`config.mk`:
```
export PLATFORM = sky130hd
export DESIGN_NAME = psrs_qdiv
export DESIGN_NICKNAME = d
export VERILOG_FILES = /design/src/sv/psrs_pkg.sv /design/src/sv/psrs_qdiv.sv
export SDC_FILE = /design/constraint.sdc
export NUM_CORES = 1
export LEC_CHECK = 0
export BUFFER_PORTS_ARGS = -buffer_cell sky130_fd_sc_hd__buf_2
export CAP_MARGIN = 20
export CORE_AREA = 3 3 150 181
export CTS_BUF_LIST = sky130_fd_sc_hd__clkbuf_4
export CTS_CLUSTER_DIAMETER = 120
export DETAILED_ROUTE_END_ITERATION = 10
export DIE_AREA = 0 0 153 184
export SYNTH_ARGS = -nofsm -noshare
export SYNTH_HDL_FRONTEND = slang
export SYNTH_SLANG_ARGS = --single-unit
```
`constraint.sdc`:
```
create_clock -name i_clk -period 6.6 [get_ports i_clk]
set_input_delay 0.33 -clock i_clk [delete_from_list [all_inputs] [get_ports i_clk]]
set_output_delay 0.33 -clock i_clk [all_outputs]
set_load 0.02 [all_outputs]
```
`src/sv/psrs_pkg.sv`:
```
// shared types and constants of the prime sieve with row statistics
package psrs_pkg;

    localparam int NUM_W     = 16;
    localparam int LIMIT_W   = 16;
    localparam int DIGIT_W   = 4;
    localparam int RCNT_W    = 7;
    localparam int TOTAL_W   = 13;
    localparam int START_W   = 16;
    localparam int DEC_BASE  = 10;
    localparam int FIRST_PRIME = 2;

    localparam logic [LIMIT_W-1:0] LIMIT_RESET = 16'd100;

    localparam logic REQ_RUN   = 1'b0;
    localparam logic REQ_QUERY = 1'b1;

    typedef enum logic [1:0] {
        STS_OK       = 2'd0,
        STS_RANGE    = 2'd1,
        STS_UNSIEVED = 2'd2
    } t_status;

    typedef enum logic [3:0] {
        S_IDLE,
        S_INIT,
        S_CHK_RD,
        S_CHK,
        S_CROSS,
        S_CNT,
        S_DRAIN,
        S_FIN,
        S_Q_RD,
        S_Q_OUT
    } t_state;

    typedef struct packed {
        logic             req_type;
        logic [NUM_W-1:0] number;
    } t_req;

    typedef struct packed {
        t_status            status;
        logic               is_prime;
        logic [DIGIT_W-1:0] last_digit;
        logic [RCNT_W-1:0]  row_count;
        logic [TOTAL_W-1:0] prime_count;
        logic [RCNT_W-1:0]  min_row_count;
        logic [START_W-1:0] min_row_start;
        logic [RCNT_W-1:0]  max_row_count;
        logic [START_W-1:0] max_row_start;
    } t_res;

endpackage

```
`src/sv/psrs_qdiv.sv`:
```
// query number split into row index and decimal last digit by reciprocal multiply
module psrs_qdiv #(
    parameter int ROW_SIZE = 100,
    parameter int ROW_W    = 10
) (
    input  logic                      i_clk,
    input  logic                      i_load,
    input  logic [psrs_pkg::NUM_W-1:0] i_number,
    output logic [psrs_pkg::NUM_W-1:0] o_number,
    output logic [ROW_W-1:0]          o_row,
    output logic [psrs_pkg::DIGIT_W-1:0] o_digit
);
    import psrs_pkg::*;

    // m = floor(2^(n+l)/d) + 1 with l = clog2(d) is exact for every n-bit numerator
    localparam int MW     = NUM_W + 1;
    localparam int PW     = NUM_W + MW;
    localparam int ROW_L  = $clog2(ROW_SIZE);
    localparam int ROW_SH = NUM_W + ROW_L;
    localparam logic [MW-1:0] ROW_M = MW'(((64'd1 << ROW_SH) / ROW_SIZE) + 64'd1);
    localparam int TEN_L  = $clog2(DEC_BASE);
    localparam int TEN_SH = NUM_W + TEN_L;
    localparam logic [MW-1:0] TEN_M = MW'(((64'd1 << TEN_SH) / DEC_BASE) + 64'd1);

    logic [PW-1:0]      w_row_prod;
    logic [PW-1:0]      w_ten_prod;
    logic [NUM_W-1:0]   w_ten_back;
    logic [NUM_W-1:0]   r_number;
    logic [ROW_W-1:0]   r_row;
    logic [NUM_W-1:0]   r_ten;
    logic [DIGIT_W-1:0] r_digit;

    assign w_row_prod = PW'(i_number) * PW'(ROW_M);
    assign w_ten_prod = PW'(i_number) * PW'(TEN_M);
    // quotient times ten as shift and add
    assign w_ten_back = NUM_W'({r_ten, 3'b000}) + NUM_W'({r_ten, 1'b0});

    always_ff @(posedge i_clk) begin
        if (i_load) begin
            r_number <= i_number;
            r_row    <= ROW_W'(w_row_prod >> ROW_SH);
            r_ten    <= NUM_W'(w_ten_prod >> TEN_SH);
        end
        r_digit <= DIGIT_W'(r_number - w_ten_back);
    end

    assign o_number = r_number;
    assign o_row    = r_row;
    assign o_digit  = r_digit;

endmodule

```
Word-level counts from Yosys, hierarchy flattened
Index checks and enable logic that the tools add are counted.
W data, S select, Z words.
- register bits after elaboration: 33
- word-level logic and storage cells: 8
- output and inout bits: 30
- input bits: 18
- multipliers: 2
- $add $sub $neg: 2
- operator list (kind ; number):
    $mul A16 B17 Y33 const B ; 1
    $mul A16 B16 Y22 const B ; 1
    $add A4 B4 Y4 ; 1
    $sub A4 B4 Y4 ; 1

Logic depth before layout (Yosys ltp)
Gate-level depths: netlist (run 1).
- word-level depth: 2
- gate-level depth with buffers: 19

Worst setup path after synthesis (run 1)
Ideal clock, no wire load.
- path type: input to register
- from: input port i_number[13] (netlist bit)
- to: register r_row[9], in the netlist o_row[9] (data pin)
- required time: 6341 ps
- data arrival time: 4932 ps
- buffers on the path: 0
- stages on the path: 17
- setup time: 259 ps
- path slack: 1409 ps
- path through: fa_1 > inv_1 > fa_1 > inv_1 > fa_1 > fa_1 > fa_1 > inv_1 > fa_1 > inv_1 > ha_1 > a211oi_1 > o21ai_1 > a211oi_2 > o211ai_2 > and2_4 > a211o_1
- word-level cells in the longest chain between the ends: 1
- ends and longest elaborated chain (item ; RTL line ; RTL):
    from (decl) ; psrs_qdiv.sv:8 ; input logic [psrs_pkg::NUM_W-1:0] i_number,
    $mul A16 B17 Y33 ; psrs_qdiv.sv:33 ; assign w_row_prod = PW'(i_number) * PW'(ROW_M);
    via w_row_prod[32] ; psrs_qdiv.sv:25 ; logic [PW-1:0] w_row_prod;
    to (signal assigned) ; psrs_qdiv.sv:41 ; r_row <= ROW_W'(w_row_prod >> ROW_SH);
    to (decl) ; psrs_qdiv.sv:29 ; logic [ROW_W-1:0] r_row;
The timed path passes the listed nets, and every way through them passes these cells.
A chain may end at the register's enable or synchronous reset.

Worst setup path after layout (run 1)
- from: input port i_number[5] (netlist bit)
- to: register r_row[9], in the netlist o_row[9] (data pin)
Same word-level chain as after synthesis.

==> results of run 1 <==
## placed cells by master (no fill, tap or decap), types with 3 or more instances in the layout
cell type  instances
inv_1            284
ha_1             211
fa_1             161
buf_2             47
edfxtp_1          29
xnor2_1           22
nand2_1           18
a21oi_1           18
a21o_1            12
nor2_1            11
nand3_1           10
nor3_1             9
o21ai_0            9
xor2_1             5
a31oi_1            5
clkbuf_4           5
nand4_1            4
a211oi_2           4
o21a_1             4
a211oi_1           4
dfxtp_1            4
o21ai_1            3
## final cells by class
class	count	share of cell area
Clock buffer	5	0.003829
Sequential cell	33	0.09701
Clock inverter	3	0.001787
Timing Repair Buffer	49	0.02553
Multi-Input combinational cell	549	0.7207
Antenna cell	1	0.0002553
Inverter	284	0.1088
Tap cell	330	0.04212
## worst max-delay path: cells and delay by family
kind / cells / cell delay [ns]
buffers and inverters: 7 / 0.74
adders and majority gates: 7 / 3.24
AOI/OAI and AO/OA: 5 / 1.07
and+or+nand+nor: 1 / 0.20
## final timing paths
check / depth (start not counted) / startpoint / slack [ns] / to
min reg2reg: 2 / r_ten[0]$_DFFE_PP_ / 0.56 / o_digit[1]$_DFF_P_
max reg2reg: 4 / o_number[1]$_DFFE_PP_ / 5.38 / o_digit[2]$_DFF_P_
min: 1 / i_number[1] / 0.28 / o_number[1]$_DFFE_PP_
max: 20 / i_number[5] / 1.14 / o_row[9]$_DFFE_PP_
## cell families after synthesis
logic type / count (synthesis)
AND/OR/NAND/NOR: 70
flip-flops: 33
multiplexers: 2
adder cells (fa/ha/maj): 372
buffers and inverters: 288
AO/OA/AOI/OAI: 78
XOR/XNOR: 27
## flip-flops by register name, summed over array words and instances, names as in the netlist
register,count
o_digit,4
o_number,16
o_row,10
r_ten,3
## layer usage
layer / track usage / up-vias
li1: - / 2827
met1: 0.1879 / 2920
met2: 0.2950 / 86
met3: 0.01578 / 37
met4: 0.06381 / 0
met5: 0 / -
## through the flow
stage / utilization / hold WS, ns / std cells / area, um2
2_1_floorplan: - / 0.4289 / 870 / 9102
3_3_place_gp: 0.3815 / 0.5464 / 1245 / 9744
3_5_place_dp: 0.3815 / 0.5605 / 1245 / 9744
4_1_cts: 0.3836 / 0.2437 / 1253 / 9799
5_1_grt: 0.3837 / 0.2545 / 1254 / 9802
6_report: 0.3837 / 0.2836 / 1254 / 9802
==> flow_summary.toml, run 1 <==
[synth]
synth_flop_cell = "edfxtp_1"
syn_nets = 1260
synth_common_cells = "inv_1, ha_1, fa_1"
synth-xor-area-share = 0.02598
synth_top_cell_area_share = 0.3541
synth_cell_types = 53
yosys.area.top_type = "fa_1"
synth-edff-count = 29
syn_area_mm2 = 0.009102
synth-compound-area-share = 0.06364
synthCells = 870
async_reset_ff_frac = 0
syn_area_per_cell_um2 = 10.46
synth_top_family_by_area = "adder cells"
yosysMostFrequentCell = "inv_1"
synth.yosys.seq_area_share = 0.1045
synth_seq_cells = 33
synth_fa_ha_area_frac = 0.6441
synth-simple-area-share = 0.04014
synthTopCellsByArea = "fa_1, ha_1, inv_1"
synthMuxAreaShare = 0.002199
yosys_warnings = 0

[cells_and_area]
fillers = 2531
nNetsFinal = 1312
drive_gt1_frac = 0.08126
seqCellArea_um2 = 950.9
multi_input_area_mm2 = 0.007064
syn_to_final_growth_pct = 7.684

[global_route]
overflow = 0
grt.total_usage = 0.1586
grt_pass1_wl_um = 34690
grt_pass1_vias = 6580
antenna_found_initial = 1
grt_max_degree = 30

[floorplan]
core_area_mm2 = 0.02554
die_area_mm2 = 0.02815
die_w_um = 153
io_pins = 48
die_height_um = 184
start_util = 0.3563
std_cell_rows = 64

[worst_setup_path]
setup.worst_path.class = "in -> reg"
worstPathRequired_ns = 6.76
worstPathArrival_ns = 5.61
crit_chain = "buf_2 > inv_1 > ha_1 > inv_1 > fa_1 > inv_1 > fa_1 > inv_1 > fa_1 > fa_1 > inv_1 > fa_1 > inv_1 > ha_1 > a211oi_1 > o21ai_1 > a211oi_2 > o211ai_2 > and2_4 > a211o_1"
cp-end-kind = "flip-flop"
critical_path.max_fanout = 11
slowest_stage = "fa_1"
crit_path_start_kind = "input port"
cpPeakStageDelay_ns = 0.53
critical_path.most_common_cell = "inv_1"

[cts]
ctsResizeCount = 0
insertion_delay_ns = 0.40
cts_tree = "built"
cts_sinks = 33
h-tree-depth = 2
cts_setup_buffers = 0
clk_path_buf_depth = 2
cts_hold_buf = 0
cts-root-buf = "clkbuf_4"
clk_pin_slew_worst_paths_ns = 0.14
cts_buffers = 5

[drt]
wl_met3_um = 435
wl_met1_um = 8563
highest_layer = "met4"
detail_route.wl_per_cell_um = 16.78
via_per_inst = 4.681
met2_length_um = 11180
antenna_left = 0
routed_wl_um = 21040
drt_pass1_iterations = 4
post-route-drc-count = 0
drt_iter0_markers = 166
vias = 5870

[place]
port_buffers = 47
post-place-ws_ns = 0.7425
place.gp.congestion = 0.8770
post-dp-hpwl_um = 18520

[timing]
tightest_slew_ns = 0.8243
finalHoldViolCount = 0
rsz0062_at_grt = "no"
final.setup.worst_slack_ns = 1.142
period_needed_ns = 5.458
clock.fmax_ghz = 0.1832
finalSetupTns_ns = 0
finClkSkew_ns = 0.02056
finalSetupViolations = 0
finalCritPeriodShare = 0.8269
slew_violations = 0
relSlewSlack = 0.4504

[job]
max-cap-violations = 0

[hold_path]
hp-class = "in -> reg"

[run_status]
outcome = "finished clean"
Power of run 1 is not shown: default switching activity piles up to over one toggle a cycle in this logic, so the estimate is an artifact.
==> inputs of run 2 (changes only) <==
==> constraint.sdc (replaced) <==
create_clock -name i_clk -period 5.5 [get_ports i_clk]
set_input_delay 0.275 -clock i_clk [delete_from_list [all_inputs] [get_ports i_clk]]
set_output_delay 0.275 -clock i_clk [all_outputs]
set_load 0.02 [all_outputs]
==> run 2 against run 1 <==
  * First-iteration DRC count rose by 33%
  * Worst setup slack got worse by 0.82 ns
  * Final area up 4.0%
  * Register-to-register slack worse by 1.1 ns
  * Clock-buffer cell count did not move
  * Sequential share of layout area shrank 0.37 points
  * Worst hold slack worse by 0.0055 ns
  * Non-clock buffer count is 48 higher
  * Die area unchanged
  * Global-route usage increased by 0.086 points
  * Routed wire length decreased by 1.0%
==> flow_summary.toml, run 2 (same netlist as run 1, synthesis figures left out) <==
[hold_path]
min_path_cells = 2
min-delay-start = "i_number[15]"
hp-class = "in -> reg"
min_to = "o_number[15]$_DFFE_PP_"

[power]
finalPower_mw = 6.057
switching_share = 0.5302
leakagePower_nw = 5.553
power_density_mw_per_mm2 = 594.4
p_switching_mw = 3.211
seqPwrFrac = 0.076
p_clk_frac = 0.033
ir_drop_mv = 0.2775
p_int_mw = 2.846
p_comb_frac = 0.891

[worst_setup_path]
crit_path_start_kind = "input port"
r2r_start = "o_number[1]$_DFFE_PP_"
worstPathRequired_ns = 5.66
rr_worst_depth = 4
setup.worst_path.class = "in -> reg"
rrSetupSlack_ns = 4.27
worstPathArrival_ns = 5.34
critical_path.most_common_cell = "fa_1"
crit_chain = "buf_2 > fa_1 > inv_1 > fa_1 > fa_1 > fa_1 > inv_1 > fa_1 > inv_1 > fa_1 > inv_1 > ha_1 > a211oi_1 > o21ai_1 > a211oi_2 > o211ai_2 > and2_4 > a211o_1"
critical_path.max_fanout = 4
r2r_end = "o_digit[2]$_DFF_P_"
cp-end-kind = "flip-flop"
cpPeakStageDelay_ns = 0.63
slowest_stage = "fa_1"

[timing]
slew_violations = 0
hold_ws_ns = 0.2781
finClkSkew_ns = 0.0007071
rsz0062_at_grt = "no"
finalSetupViolations = 0
finalCritPeriodShare = 0.9419
period_needed_ns = 5.181
relSlewSlack = 0.5143
finalHoldViolCount = 0
final.setup.worst_slack_ns = 0.3194
clock.fmax_ghz = 0.1930
tightest_slew_ns = 0.7286

[drt]
routed_wl_um = 20820
vias = 6001
antenna_left = 0
detail_route.wl_per_cell_um = 15.99
drt_iter0_markers = 220
post-route-drc-count = 0
drt_pass1_iterations = 4
via_per_inst = 4.609

[place]
port_buffers = 47
placed_cell_area_mm2 = 0.01010
place.gp.congestion = 0.9164
post-dp-hpwl_um = 18870
post-place-ws_ns = -0.1038

[cells_and_area]
drive_gt1_frac = 0.1267
largest_reg_flops = 16
stdcell_area_mm2 = 0.01019
syn_to_final_growth_pct = 11.96
post-route-util = 0.3990
nNetsFinal = 1360
layout_commonest_cell = "inv_1"
layout_common_cells = "inv_1, ha_1, fa_1, buf_4, buf_2"
fillers = 2478

[cts]
clk_pin_slew_worst_paths_ns = 0.13
cts_setup_buffers = 0
clk_path_buf_depth = 2
insertion_delay_ns = 0.39
cts_buffers = 5
h-tree-depth = 2
cts_sinks = 33
cts_tree = "built"
cts-root-buf = "clkbuf_4"
ctsResizeCount = 0
cts_hold_buf = 0

[job]
max-cap-violations = 0

[floorplan]
die_area_mm2 = 0.02815
start_util = 0.3563
core_area_mm2 = 0.02554
die_w_um = 153
io_pins = 48
std_cell_rows = 64
die_height_um = 184

[global_route]
antenna_found_initial = 1
grt_pass1_wl_um = 35160
grt.total_usage = 0.1595
overflow = 0
grt_pass1_vias = 6637
grt_max_degree = 30

[run_status]
outcome = "finished clean"
-- run 2: changes by cell type in the layout (fill, tap and decap cells not counted), sizes merged --
cell and delta:
clkinv -1, bufinv +1, buf +48
-- run 2: worst max-delay path by stage --
stage / from / depth (start not counted) / slack [ns] / endpoint
2_1_floorplan: i_number[13] / 17 / 0.36 / o_row[9]$_DFFE_PP_
3_3_place_gp: i_number[13] / 18 / -0.1 / o_row[9]$_DFFE_PP_
3_5_place_dp: i_number[1] / 18 / -0.10 / o_row[9]$_DFFE_PP_
4_1_cts: i_number[1] / 18 / 0.34 / o_row[9]$_DFFE_PP_
5_1_grt: i_number[1] / 18 / 0.01 / o_row[3]$_DFFE_PP_
6_report: i_number[1] / 18 / 0.32 / o_row[9]$_DFFE_PP_
-- run 2: through the flow --
step                      cells  TNS (ns)
after global placement     1293   -0.2004
after floorplan             870         0
after CTS                  1301         0
final                      1302         0
after detailed placement   1293   -0.3400
after global routing       1302         0
-- run 2: power by group through the flow --
stage / Clock [mW] / Combinational (mW) / Sequential [mW]
final: 0.202 / 5.40 / 0.458
after global routing: 0.220 / 6.28 / 0.467
after CTS: 0.215 / 5.49 / 0.461
after detailed placement: 0 / 5.41 / 0.465
after global placement: 0 / 5.34 / 0.466
after floorplan: 0 / 4.06 / 0.538
-- run 2: cell type report --
class,instances,area (um2),area share
Multi-Input combinational cell,549,7064,0.6932
Sequential cell,33,950.9,0.09331
Clock inverter,3,46.29,0.004543
Clock buffer,5,37.54,0.003683
Tap cell,330,412.9,0.04052
Timing Repair Buffer,97,610.6,0.05991
Antenna cell,1,2.502,0.0002455
Inverter,284,1066,0.1046
-- run 2: routing by layer --
layer  track usage  part of all wire
met5             0                 0
met4       0.05918             0.042
met3       0.01742             0.021
met2        0.2916              0.52
met1        0.1943              0.41
-- run 2: worst max-delay path, delay by kind of cell --
kind	cells	cell delay, ns
simple gates	1	0.20
buf+inv	5	0.36
compound gates	5	1.06
fa+ha+maj	7	3.45
(Power assumes the default switching activity.)
==> inputs of run 3 (changes only) <==
--- a/config.mk
+++ b/config.mk
@@ -7,11 +7,11 @@
 export LEC_CHECK = 0
 export BUFFER_PORTS_ARGS = -buffer_cell sky130_fd_sc_hd__buf_2
 export CAP_MARGIN = 20
-export CORE_AREA = 3 3 150 181
+export CORE_AREA = 5 5 152 183
 export CTS_BUF_LIST = sky130_fd_sc_hd__clkbuf_4
 export CTS_CLUSTER_DIAMETER = 120
 export DETAILED_ROUTE_END_ITERATION = 10
-export DIE_AREA = 0 0 153 184
+export DIE_AREA = 0 0 157 188
 export SYNTH_ARGS = -nofsm -noshare
 export SYNTH_HDL_FRONTEND = slang
 export SYNTH_SLANG_ARGS = --single-unit
==> run 3 against run 2 <==
  * Register-to-register slack got worse by 0.06 ns
  * Worst hold slack worse by 0.096 ns
  * First-iteration DRC count is 14% lower
  * Largest power group unchanged
  * Sequential power increased by 2%
  * Maximum frequency shrank 0.54%
  * Largest cell class unchanged
  * Combinational power is 1% higher
  * Sequential cell count stayed put
==> flow_summary.toml, run 3 (same netlist as run 1, synthesis figures left out) <==
[timing]
finalSetupViolations = 0
finalHoldViolCount = 0
finalSetupTns_ns = 0
clock.fmax_ghz = 0.1920
relSlewSlack = 0.5132
slew_violations = 0
finClkSkew_ns = 0.02735
rsz0062_at_grt = "no"
tightest_slew_ns = 0.7302
finalCritPeriodShare = 0.9470
final.setup.worst_slack_ns = 0.2915
period_needed_ns = 5.209
hold_ws_ns = 0.1817

[place]
placed_cell_area_mm2 = 0.01013
post-place-ws_ns = -0.1081
port_buffers = 47
post-dp-hpwl_um = 19610
dp.cells = 1300
place.gp.congestion = 0.9389

[floorplan]
die_height_um = 188
core_area_mm2 = 0.02594
die_w_um = 157
std_cell_rows = 65
start_util = 0.3509
die_area_mm2 = 0.02952
io_pins = 48

[worst_setup_path]
setup.worst_path.class = "in -> reg"
cp-end-kind = "flip-flop"
r2r_start = "o_number[1]$_DFFE_PP_"
worstPathArrival_ns = 5.36
worstPathRequired_ns = 5.66
critical_path.max_fanout = 9
rrSetupSlack_ns = 4.21
crit_path_start_kind = "input port"
rr_worst_depth = 4
r2r_end = "o_digit[2]$_DFF_P_"

[cells_and_area]
syn_to_final_growth_pct = 12.14
layout_common_cells = "inv_1, ha_1, fa_1, buf_4, buf_2"
stdcell_count = 1309
layout_commonest_cell = "inv_1"
nNetsFinal = 1362
drive_gt1_frac = 0.1274
stdcell_area_mm2 = 0.01021
fillers = 2562
largest_reg_flops = 16
post-route-util = 0.3934

[global_route]
grt_pass1_vias = 6901
overflow = 0
antenna_found_initial = 1
grtUsageMet1 = 0.1776
use_met2 = 0.2958
grt.total_usage = 0.1582
met3_usage = 0.01662
grt-busiest-layer = "met2"
grt_pass1_wl_um = 35950
grt_max_degree = 30

[hold_path]
hp-class = "in -> reg"
min_to = "o_number[10]$_DFFE_PP_"
min-delay-start = "i_number[10]"
min_path_cells = 1

[job]
max-cap-violations = 0

[drt]
detail_route.wl_per_cell_um = 16.58
drt_pass1_iterations = 6
antenna_left = 0
vias = 6028
via_per_inst = 4.605
routed_wl_um = 21710
post-route-drc-count = 0
drt_iter0_markers = 189

[run_status]
outcome = "finished clean"

[power]
ir_drop_mv = 0.2266
finalPower_mw = 6.142
power_density_mw_per_mm2 = 601.7
leakagePower_nw = 5.564

[cts]
clk_pin_slew_worst_paths_ns = 0.12
cts_hold_buf = 0
cts_setup_buffers = 0
cts_sinks = 33
clk_path_buf_depth = 2
cts_buffers = 5
insertion_delay_ns = 0.42
cts-root-buf = "clkbuf_4"
h-tree-depth = 2
cts_tree = "built"
ctsResizeCount = 0
run 3: changes by cell type in the layout (fill, tap and decap cells not counted), sizes merged:
cell,previous run,this run
clkinvlp,1,0
clkbuf,5,6
buf,97,99
run 3: where the power goes:
group | internal, mW | switching [mW] | total [mW]
clock network | 0.0995 | 0.112 | 0.212
logic | 2.35 | 3.11 | 5.47
registers | 0.438 | 0.0270 | 0.465
total | 2.89 | 3.25 | 6.14
run 3: metal layers:
metal,wire length [um],up-vias
li1,-,2928
met1,8511,2983
met2,11710,76
met3,403,41
met4,1084,0
met5,0,-
run 3: how the worst max path moves through the flow:
stage | cells after the start | endpoint | slack, ns | from
after floorplan | 17 | o_row[9]$_DFFE_PP_ | 0.36 | i_number[13]
after global placement | 18 | o_row[9]$_DFFE_PP_ | -0.10 | i_number[13]
after detailed placement | 19 | o_row[4]$_DFFE_PP_ | -0.11 | i_number[6]
after CTS | 19 | o_row[9]$_DFFE_PP_ | 0.29 | i_number[6]
after global routing | 19 | o_row[9]$_DFFE_PP_ | 0.06 | i_number[6]
final | 19 | o_row[9]$_DFFE_PP_ | 0.29 | i_number[6]
run 3: area by class of cell:
| class | instances | area (um2) | share of cell area |
|---|---|---|---|
| tap | 335 | 419.2 | 0.04106 |
| timing repair buffer | 99 | 625.6 | 0.06129 |
| clock buffer | 6 | 45.04 | 0.004413 |
| antenna | 1 | 2.502 | 0.0002452 |
| sequential | 33 | 950.9 | 0.09316 |
| inverter | 284 | 1066 | 0.1044 |
| multi-input combinational | 549 | 7064 | 0.6921 |
| clock inverter | 2 | 33.78 | 0.003310 |
run 3: worst max-delay path, stage by stage:
cell and delay, ns:
buf_2 0.13, buf_4 0.23, ha_1 0.28, inv_1 0.12, fa_1 0.50, inv_1 0.06, fa_1 0.52, fa_1 0.46
fa_1 0.56, inv_1 0.06, fa_1 0.55, inv_1 0.05, ha_1 0.34, o21ai_0 0.18, o21ai_1 0.09, a211oi_2 0.31
o211ai_2 0.19, and2_4 0.20, a211o_1 0.26
